`src/rtl/khc_pkg.sv`:
```
`default_nettype none
// ----------------------------------------------------------------------------
// khc_pkg
// shared constants, payload types and control types of the key press heat map
// colorizer
// ----------------------------------------------------------------------------
package khc_pkg;

   localparam int ROWS          = 8;
   localparam int COLS          = 8;
   localparam int COUNT_BITS    = 16;

   localparam int NKEYS         = ROWS * COLS;
   localparam int KEY_W         = (NKEYS > 1) ? $clog2(NKEYS) : 1;
   localparam int ROW_W         = 3;
   localparam int COL_W         = 3;
   localparam int CH_W          = 8;

   localparam int RAMP_STEP     = 255;
   localparam int RAMP_SEGMENTS = 4;
   localparam int V_MAX         = RAMP_SEGMENTS * RAMP_STEP;
   localparam int Q_W           = 10;
   localparam int NUM_W         = COUNT_BITS + Q_W;

   localparam logic [COUNT_BITS-1:0] COUNT_MAX = '1;

   typedef struct packed {
      logic [ROW_W-1:0] key_row;
      logic [COL_W-1:0] key_col;
      logic             pressed;
   } req_type;

   typedef struct packed {
      logic [ROW_W-1:0] led_row;
      logic [COL_W-1:0] led_col;
      logic [CH_W-1:0]  red;
      logic [CH_W-1:0]  green;
      logic [CH_W-1:0]  blue;
      logic             last_of_run;
   } rsp_type;

   typedef struct packed {
      logic [ROW_W-1:0] row;
      logic [COL_W-1:0] col;
      logic             last;
   } meta_type;

   typedef enum logic [2:0] {
      ST_IDLE,
      ST_RD_KEY,
      ST_UPDATE,
      ST_SWEEP,
      ST_DRAIN
   } ctrl_state_type;

   typedef struct packed {
      logic             rd_en;
      logic [KEY_W-1:0] rd_addr;
      logic             update;
      logic [KEY_W-1:0] wr_addr;
      logic             sweep;
      meta_type         meta;
   } ctrl_cmd_type;

   typedef struct packed {
      logic pipe_busy;
   } dp_status_type;

endpackage : khc_pkg
`default_nettype wire

```
`src/rtl/key_press_heatmap_colorizer.sv`:
```
`default_nettype none
// ----------------------------------------------------------------------------
// key_press_heatmap_colorizer
// counts key presses on the key grid and repaints every key as a heat color
// scaled against the highest count
// ----------------------------------------------------------------------------
//  channel   ports                       handshake
//  request   start, busy, req_data       taken when start high and busy low
//  result    rsp_strobe, rsp_data        one cycle per result, cannot stall
//
//  a press inside the grid reads and updates its counter (states rd_key and
//  update), then makes one counter ram read per key (64 keys), then the
//  multiplier and the ten-stage divider pipeline drain.
//  releases and keys outside the grid are dropped in the cycle they arrive.
//  reset clears all counters and the highest count at once (valid bits).
//  results leave one per cycle in row-major order, last key flagged.
// ----------------------------------------------------------------------------
module key_press_heatmap_colorizer (
   input  wire               clock,
   input  wire               reset,
   input  wire               start,
   output logic              busy,
   input  khc_pkg::req_type  req_data,
   output logic              rsp_strobe,
   output khc_pkg::rsp_type  rsp_data
);

   khc_pkg::ctrl_cmd_type  cmd;
   khc_pkg::dp_status_type status;

   khc_ctrl u_ctrl (
      .clock    (clock),
      .reset    (reset),
      .start    (start),
      .req_data (req_data),
      .status   (status),
      .busy     (busy),
      .cmd      (cmd)
   );

   khc_datapath u_datapath (
      .clock      (clock),
      .reset      (reset),
      .cmd        (cmd),
      .status     (status),
      .rsp_strobe (rsp_strobe),
      .rsp_data   (rsp_data)
   );

endmodule : key_press_heatmap_colorizer
`default_nettype wire

```
`src/rtl/khc_ram.sv`:
```
`default_nettype none
// ----------------------------------------------------------------------------
// khc_ram
// generic single write port, single read port ram with registered read data
// ----------------------------------------------------------------------------
module khc_ram #(
   parameter int WIDTH = 16,
   parameter int DEPTH = 64
) (
   input  wire                                         clock,
   input  wire                                         wr_en,
   input  wire  [((DEPTH > 1) ? $clog2(DEPTH) : 1)-1:0] wr_addr,
   input  wire  [WIDTH-1:0]                            wr_data,
   input  wire                                         rd_en,
   input  wire  [((DEPTH > 1) ? $clog2(DEPTH) : 1)-1:0] rd_addr,
   output logic [WIDTH-1:0]                            rd_data
);

   logic [WIDTH-1:0] mem_ff [DEPTH];
   logic [WIDTH-1:0] rd_data_ff;

   always_ff @(posedge clock) begin
      if (wr_en) begin
         mem_ff[wr_addr] <= wr_data;
      end
      if (rd_en) begin
         rd_data_ff <= mem_ff[rd_addr];
      end
   end

   assign rd_data = rd_data_ff;

endmodule : khc_ram
`default_nettype wire

```
`src/rtl/khc_ctrl.sv`:
```
`default_nettype none
// ----------------------------------------------------------------------------
// khc_ctrl
// sequencer: filters requests, runs the counter update and sweeps all keys
// ----------------------------------------------------------------------------
module khc_ctrl (
   input  wire                    clock,
   input  wire                    reset,
   input  wire                    start,
   input  khc_pkg::req_type       req_data,
   input  khc_pkg::dp_status_type status,
   output logic                   busy,
   output khc_pkg::ctrl_cmd_type  cmd
);

   khc_pkg::ctrl_state_type state_ff, state_in;
   logic [khc_pkg::KEY_W-1:0] key_ff, key_in;
   logic [khc_pkg::KEY_W-1:0] addr_ff, addr_in;
   logic [khc_pkg::ROW_W-1:0] row_ff, row_in;
   logic [khc_pkg::COL_W-1:0] col_ff, col_in;
   logic                      req_ok;
   logic                      sweep_last;
   logic                      col_last;

   assign req_ok = req_data.pressed
                   && ({1'b0, req_data.key_row} < (khc_pkg::ROW_W + 1)'(khc_pkg::ROWS))
                   && ({1'b0, req_data.key_col} < (khc_pkg::COL_W + 1)'(khc_pkg::COLS));
   assign sweep_last = (addr_ff == khc_pkg::KEY_W'(khc_pkg::NKEYS - 1));
   assign col_last   = (col_ff == khc_pkg::COL_W'(khc_pkg::COLS - 1));
   assign busy       = (state_ff != khc_pkg::ST_IDLE);

   always_ff @(posedge clock) begin
      if (reset) begin
         state_ff <= khc_pkg::ST_IDLE;
         key_ff   <= '0;
         addr_ff  <= '0;
         row_ff   <= '0;
         col_ff   <= '0;
      end else begin
         state_ff <= state_in;
         key_ff   <= key_in;
         addr_ff  <= addr_in;
         row_ff   <= row_in;
         col_ff   <= col_in;
      end
   end

   always_comb begin
      state_in     = state_ff;
      key_in       = key_ff;
      addr_in      = addr_ff;
      row_in       = row_ff;
      col_in       = col_ff;
      cmd          = '0;
      cmd.wr_addr  = key_ff;
      cmd.rd_addr  = addr_ff;
      cmd.meta.row = row_ff;
      cmd.meta.col = col_ff;
      cmd.meta.last = sweep_last;
      unique case (state_ff)
         khc_pkg::ST_IDLE: begin
            if (start && req_ok) begin
               key_in   = khc_pkg::KEY_W'(req_data.key_row) * khc_pkg::KEY_W'(khc_pkg::COLS)
                          + khc_pkg::KEY_W'(req_data.key_col);
               state_in = khc_pkg::ST_RD_KEY;
            end
         end
         khc_pkg::ST_RD_KEY: begin
            cmd.rd_en   = 1'b1;
            cmd.rd_addr = key_ff;
            state_in    = khc_pkg::ST_UPDATE;
         end
         khc_pkg::ST_UPDATE: begin
            cmd.update = 1'b1;
            addr_in    = '0;
            row_in     = '0;
            col_in     = '0;
            state_in   = khc_pkg::ST_SWEEP;
         end
         khc_pkg::ST_SWEEP: begin
            cmd.rd_en = 1'b1;
            cmd.sweep = 1'b1;
            addr_in   = addr_ff + 1'b1;
            if (col_last) begin
               col_in = '0;
               row_in = row_ff + 1'b1;
            end else begin
               col_in = col_ff + 1'b1;
            end
            if (sweep_last) begin
               state_in = khc_pkg::ST_DRAIN;
            end
         end
         khc_pkg::ST_DRAIN: begin
            if (!status.pipe_busy) begin
               state_in = khc_pkg::ST_IDLE;
            end
         end
         default: begin
            state_in = khc_pkg::ST_IDLE;
         end
      endcase
   end

endmodule : khc_ctrl
`default_nettype wire

```
`src/rtl/khc_datapath.sv`:
```
`default_nettype none
// ----------------------------------------------------------------------------
// khc_datapath
// counter store, highest count, scale multiplier, pipelined divider and
// color ramp with the result register
// ----------------------------------------------------------------------------
module khc_datapath (
   input  wire                    clock,
   input  wire                    reset,
   input  khc_pkg::ctrl_cmd_type  cmd,
   output khc_pkg::dp_status_type status,
   output logic                   rsp_strobe,
   output khc_pkg::rsp_type       rsp_data
);

   localparam int CB = khc_pkg::COUNT_BITS;
   localparam int QW = khc_pkg::Q_W;
   localparam int NW = khc_pkg::NUM_W;

   logic [khc_pkg::NKEYS-1:0] cnt_valid_ff;
   logic [CB-1:0]             highest_ff;
   logic                      rd_valid_ff;
   logic [CB-1:0]             ram_rd_data;
   logic [CB-1:0]             count;
   logic [CB-1:0]             count_inc;

   logic                      rd_vld_ff;
   khc_pkg::meta_type         rd_meta_ff;

   // stage 0 holds the scaled count, stage j the j-th quotient bit
   logic [NW-1:0]             rem_ff  [QW+1];
   logic [NW-1:0]             rem_in  [QW+1];
   logic [QW-1:0]             quo_ff  [QW+1];
   logic [QW-1:0]             quo_in  [QW+1];
   logic [QW:0]               vld_ff;
   khc_pkg::meta_type         meta_ff [QW+1];

   logic [NW-1:0]             div_sh  [QW+1];
   logic [QW-1:0]             v;
   logic [khc_pkg::CH_W-1:0]  red, green, blue;

   logic                      strobe_ff;
   khc_pkg::rsp_type          rsp_ff;

   khc_ram #(
      .WIDTH (CB),
      .DEPTH (khc_pkg::NKEYS)
   ) u_count_ram (
      .clock   (clock),
      .wr_en   (cmd.update),
      .wr_addr (cmd.wr_addr),
      .wr_data (count_inc),
      .rd_en   (cmd.rd_en),
      .rd_addr (cmd.rd_addr),
      .rd_data (ram_rd_data)
   );

   // an entry never written reads as zero
   assign count     = rd_valid_ff ? ram_rd_data : '0;
   assign count_inc = (count == khc_pkg::COUNT_MAX) ? count : count + 1'b1;

   always_ff @(posedge clock) begin
      if (reset) begin
         cnt_valid_ff <= '0;
         highest_ff   <= '0;
         rd_valid_ff  <= 1'b0;
         rd_vld_ff    <= 1'b0;
         vld_ff       <= '0;
         strobe_ff    <= 1'b0;
      end else begin
         if (cmd.update) begin
            cnt_valid_ff[cmd.wr_addr] <= 1'b1;
            if (count_inc > highest_ff) begin
               highest_ff <= count_inc;
            end
         end
         if (cmd.rd_en) begin
            rd_valid_ff <= cnt_valid_ff[cmd.rd_addr];
         end
         rd_vld_ff <= cmd.sweep;
         vld_ff    <= {vld_ff[QW-1:0], rd_vld_ff};
         strobe_ff <= vld_ff[QW];
      end
   end

   always_ff @(posedge clock) begin
      rd_meta_ff <= cmd.meta;
      rem_ff[0]  <= NW'(count) * NW'(khc_pkg::V_MAX);
      quo_ff[0]  <= '0;
      meta_ff[0] <= rd_meta_ff;
      for (int j = 1; j <= QW; j++) begin
         rem_ff[j]  <= rem_in[j];
         quo_ff[j]  <= quo_in[j];
         meta_ff[j] <= meta_ff[j-1];
      end
      rsp_ff.led_row     <= meta_ff[QW].row;
      rsp_ff.led_col     <= meta_ff[QW].col;
      rsp_ff.red         <= red;
      rsp_ff.green       <= green;
      rsp_ff.blue        <= blue;
      rsp_ff.last_of_run <= meta_ff[QW].last;
   end

   // restoring division, one quotient bit per stage, msb first
   always_comb begin
      rem_in[0] = '0;
      quo_in[0] = '0;
      div_sh[0] = '0;
      for (int j = 1; j <= QW; j++) begin
         div_sh[j] = NW'(highest_ff) << (QW - j);
         if (rem_ff[j-1] >= div_sh[j]) begin
            rem_in[j] = rem_ff[j-1] - div_sh[j];
            quo_in[j] = {quo_ff[j-1][QW-2:0], 1'b1};
         end else begin
            rem_in[j] = rem_ff[j-1];
            quo_in[j] = {quo_ff[j-1][QW-2:0], 1'b0};
         end
      end
   end

   assign v = quo_ff[QW];

   always_comb begin
      red   = '0;
      green = '0;
      blue  = '0;
      priority if (v <= QW'(khc_pkg::RAMP_STEP)) begin
         green = v[khc_pkg::CH_W-1:0];
         blue  = khc_pkg::CH_W'(khc_pkg::RAMP_STEP);
      end else if (v <= QW'(2 * khc_pkg::RAMP_STEP)) begin
         green = khc_pkg::CH_W'(khc_pkg::RAMP_STEP);
         blue  = khc_pkg::CH_W'(QW'(2 * khc_pkg::RAMP_STEP) - v);
      end else if (v <= QW'(3 * khc_pkg::RAMP_STEP)) begin
         red   = khc_pkg::CH_W'(v - QW'(2 * khc_pkg::RAMP_STEP));
         green = khc_pkg::CH_W'(khc_pkg::RAMP_STEP);
      end else begin
         red   = khc_pkg::CH_W'(khc_pkg::RAMP_STEP);
         green = khc_pkg::CH_W'(QW'(khc_pkg::V_MAX) - v);
      end
   end

   assign status.pipe_busy = rd_vld_ff | (|vld_ff);
   assign rsp_strobe       = strobe_ff;
   assign rsp_data         = rsp_ff;

endmodule : khc_datapath
`default_nettype wire

```
`config.mk`:
```
export PLATFORM = sky130hd
export DESIGN_NAME = key_press_heatmap_colorizer
export DESIGN_NICKNAME = d
export VERILOG_FILES = /design/src/rtl/khc_pkg.sv /design/src/rtl/key_press_heatmap_colorizer.sv /design/src/rtl/khc_ram.sv /design/src/rtl/khc_ctrl.sv /design/src/rtl/khc_datapath.sv
export SDC_FILE = /design/constraint.sdc
export NUM_CORES = 2
export LEC_CHECK = 0
export CAP_MARGIN = 30
export CORE_AREA = 8 8 417 419
export DETAILED_ROUTE_END_ITERATION = 8
export DIE_AREA = 0 0 425 427
export DONT_BUFFER_PORTS = 1
export PLACE_DENSITY = 0.52
export SETUP_SLACK_MARGIN = 0.2
export SYNTH_ARGS = -nofsm -noshare
export SYNTH_HDL_FRONTEND = slang
export SYNTH_SLANG_ARGS = --single-unit
```
`constraint.sdc`:
```
create_clock -name clock -period 7.6 [get_ports clock]
set_input_delay 0.38 -clock clock [delete_from_list [all_inputs] [get_ports clock]]
set_output_delay 0.38 -clock clock [all_outputs]
set_load 0.02 [all_outputs]
```
==> flow_summary.ini <==
[floorplan]
die_y_um = 427
ioPinCount = 43
coreArea_um2 = 167800
die_w_um = 425
dieArea_um2 = 181500
start_util_pct = 39.61
rows = 151

[timing]
fin_skew_ns = 0.04651
relSlewSlack_pct = 30.59
period_needed_ns = 5.959
setup_tns_ns = 0
rsz0062_at_grt = no
report.final.slew_viol_count = 0
hold_violations = 0
min_period_over_period_pct = 78.41
worstMarginPinSlew_ns = 1.034
holdWs_ns = 0.07727
setup_slack_ns = 1.641
max_freq_mhz = 167.8
setup_viol = 0

[global_routing]
grtUsageMet1_pct = 25.20
met2_usage_pct = 30.50
overflow = 0
grt_max_degree = 115
grtUsageMet3_pct = 3.717
busiest_layer = met2
grt_pass1_wl_um = 255000
gr-usage-all-layers_pct = 18.67
grt_pass1_vias = 39540
antenna_found_initial = 18

[power_and_ir_drop]
p_leak_nw = 26.67
ir_drop_mv = 0.2201
p_per_area_nw_per_um2 = 323.9

[setup_path]
crit_top_cell = nand2_1
worst-path-max-fanout = 29
cp-start-kind = flip-flop
cp_cell_sequence = nand2_1, inv_1, ha_1, nand2_1, or4_1, and3_1, and3_1, nand2_1, xnor2_2, ha_1, nand4_1, nor2_1, o21ai_0, a211oi_4, mux2i_1, nor2_1, dlygate4sd3_1
criticalPathCategory = reg2reg
slowest_delay_ns = 0.90
cp_num_buf_inv = 2
cp_top_family = simple AND/OR/NAND/NOR gates
crit_path_end_kind = flip-flop
required_ns = 8.29
critPathSlowestCell = dfxtp_1
crit_arrival_ns = 6.65

[logic_synthesis]
synth_edf_count = 1040
syn_inst = 4786
synth_cell_types = 79
ys_seq_area_share_pct = 62.84
synth-seq-cells = 1566
synthArstFlopShare_pct = 0
synth_flop_cell = edfxtp_1
syn_nets = 5103
synth_warnings = 0
netlist_area_um2 = 66450
postSynthAreaPerCell_um2 = 13.89

[clocking]
cts_tree = done
cts_made_buffers = 168
insertion_delay_ns = 0.82
ctsRootBufferMaster = clkbuf_16
clock-sinks = 1566
clockBufferDepth = 3
post_cts.repair.setup_buffers = 0
clkTransAtPathRegs_ns = 0.06
htree_levels = 4

[route]
drt-pass1-iter-count = 5
route.detailed.drc = 0
wirelength_um = 171200
vias_per_cell = 5.413
vias = 39400
wl_per_cell_um = 23.53
drt_iter0_markers = 3211
antenna_left = 0

[final_layout]
mostFrequentLayoutCells = edfxtp_1, dfxtp_1, nand2_1, nor2_1, ha_1
instances_no_fill = 7278
fill_cells = 15020
area_growth_pct = 13.64
drive_gt1_share_pct = 14.48
final_common_cell = edfxtp_1
stdcell_area_um2 = 75520
fin_nets = 5236

[outcome]
status = complete, no violations

[placed_design]
io_buffers = 0
place_inst = 6952
place_ws_ns = 1.809
post_dp_cell_area_um2 = 69860
routabilityCongestion = 0.8223
dpl.hpwl_um = 106100

[min_path]
min_path_type = in2reg

[job]
drv_cap = 0
Yosys cell counts, types with 9 or more instances:
library cell | number | area share [%]
a211oi_1 | 47 | 0.53
a21o_1 | 52 | 0.59
a21oi_1 | 200 | 1.5
a311oi_1 | 41 | 0.54
a31oi_1 | 27 | 0.25
and2_1 | 15 | 0.14
and3_1 | 48 | 0.45
buf_1 | 9 | 0.051
buf_2 | 66 | 0.50
buf_4 | 16 | 0.18
buf_6 | 9 | 0.15
clkbuf_1 | 89 | 0.50
dfxtp_1 | 526 | 16
edfxtp_1 | 1040 | 47
fa_1 | 68 | 2.0
ha_1 | 239 | 4.5
inv_1 | 197 | 1.1
mux2_2 | 29 | 0.49
mux2i_1 | 121 | 1.8
mux4_2 | 229 | 7.8
nand2_1 | 425 | 2.4
nand2b_1 | 32 | 0.30
nand3_1 | 100 | 0.75
nand4_1 | 28 | 0.26
nor2_1 | 383 | 2.2
nor2b_1 | 43 | 0.40
nor3_1 | 56 | 0.42
nor4_1 | 20 | 0.19
o21a_1 | 40 | 0.45
o21ai_0 | 137 | 1.0
o21ai_1 | 10 | 0.075
o21ba_2 | 16 | 0.24
o21bai_1 | 14 | 0.16
o22ai_1 | 33 | 0.31
o31a_1 | 10 | 0.13
o31ai_1 | 15 | 0.17
or2_2 | 9 | 0.085
or3_1 | 18 | 0.17
or4_1 | 29 | 0.33
xnor2_1 | 105 | 1.4
xor2_1 | 89 | 1.2
metal layers:
| layer | vias to the layer above | wire, um |
|---|---|---|
| li1 | 18100 | - |
| met1 | 19940 | 75070 |
| met2 | 1090 | 80100 |
| met3 | 263 | 11070 |
| met4 | 0 | 5003 |
| met5 | - | 0 |
where the power goes:
group          internal [mW]  total [mW]  leakage [nW]  switching, mW
combinational           2.54        5.92          10.2           3.38
clock                   4.60        8.03          2.65           3.44
sequential              9.94        10.5          13.8          0.558
total                   17.1        24.5          26.7           7.38
flip-flops by register name, summed over array words and instances (netlist names), 6 cells and up:
register and cells:
u_ctrl.key_ff 6, u_datapath.rsp_data 31, u_datapath.vld_ff 11, u_datapath.highest_ff 16, u_datapath.rd_meta_ff 7, u_datapath.u_count_ram.mem_ff 1024, u_datapath.meta_ff 77, u_datapath.rem_ff 241
u_datapath.u_count_ram.rd_data 16, u_ctrl.addr_ff 6, u_datapath.cnt_valid_ff 64, u_datapath.quo_ff 55
kinds of logic (layout without fill, tap and decap cells):
kind of cell / after synthesis / in the layout / share of synthesized area, %
XOR/XNOR: 194 / 194 / 2.557
other: 0 / 6 / 0
AO/OA/AOI/OAI: 710 / 710 / 6.899
AND/OR/NAND/NOR: 1238 / 1238 / 8.476
flip-flops: 1566 / 1566 / 62.84
buffers and inverters: 387 / 655 / 2.502
adder cells (fa/ha/maj): 310 / 310 / 6.594
multiplexers: 381 / 381 / 10.13
area by class of cell:
class / count / area, um^2 / area share [%]
flip-flops and latches: 1566 / 41760 / 55.30
multi-input cells: 2833 / 23360 / 30.93
clock buffers: 222 / 4674 / 6.190
well taps: 2218 / 2775 / 3.675
repair buffers: 152 / 1403 / 1.857
clock inverters: 83 / 789.5 / 1.045
inverters: 198 / 743.2 / 0.9841
diodes: 6 / 15.01 / 0.01988
worst min-delay path: cells and delay by family:
family | cells | cell delay (ns)
AND/OR/NAND/NOR | 3 | 0.15
buffers and inverters | 1 | 0.18
multiplexers | 1 | 0.13
path summary, 6_finish.rpt:
kind | start | end | slack [ns] | cells after the start
setup / recovery | u_datapath.rd_valid_ff | u_datapath.highest_ff[11] | 1.64 | 17
hold / removal | req_data[0] | u_ctrl.key_ff[2] | 0.08 | 5
setup reg to reg | u_datapath.rd_valid_ff | u_datapath.highest_ff[11] | 1.64 | 17
hold reg to reg | u_datapath.rem_ff[0][6] | u_datapath.rem_ff[1][6] | 0.32 | 0
timing repair:
action / 4_1_cts / 5_1_grt
resized for setup: 0 / 0
hold buffers: 12 / 0
endpoints found under the setup margin: 0 / 0
endpoints found under the hold margin: 114 / 0
metrics by stage:
| step | total power, mW | utilization (%) |
|---|---|---|
| 2_1_floorplan | 15.09 | - |
| 3_3_place_gp | 16.54 | 41.53 |
| 3_5_place_dp | 16.56 | 41.64 |
| 4_1_cts | 24.71 | 44.98 |
| 5_1_grt | 25.85 | 45.01 |
| 6_report | 24.46 | 45.01 |
Note: power is estimated with default switching activity, not from simulation.
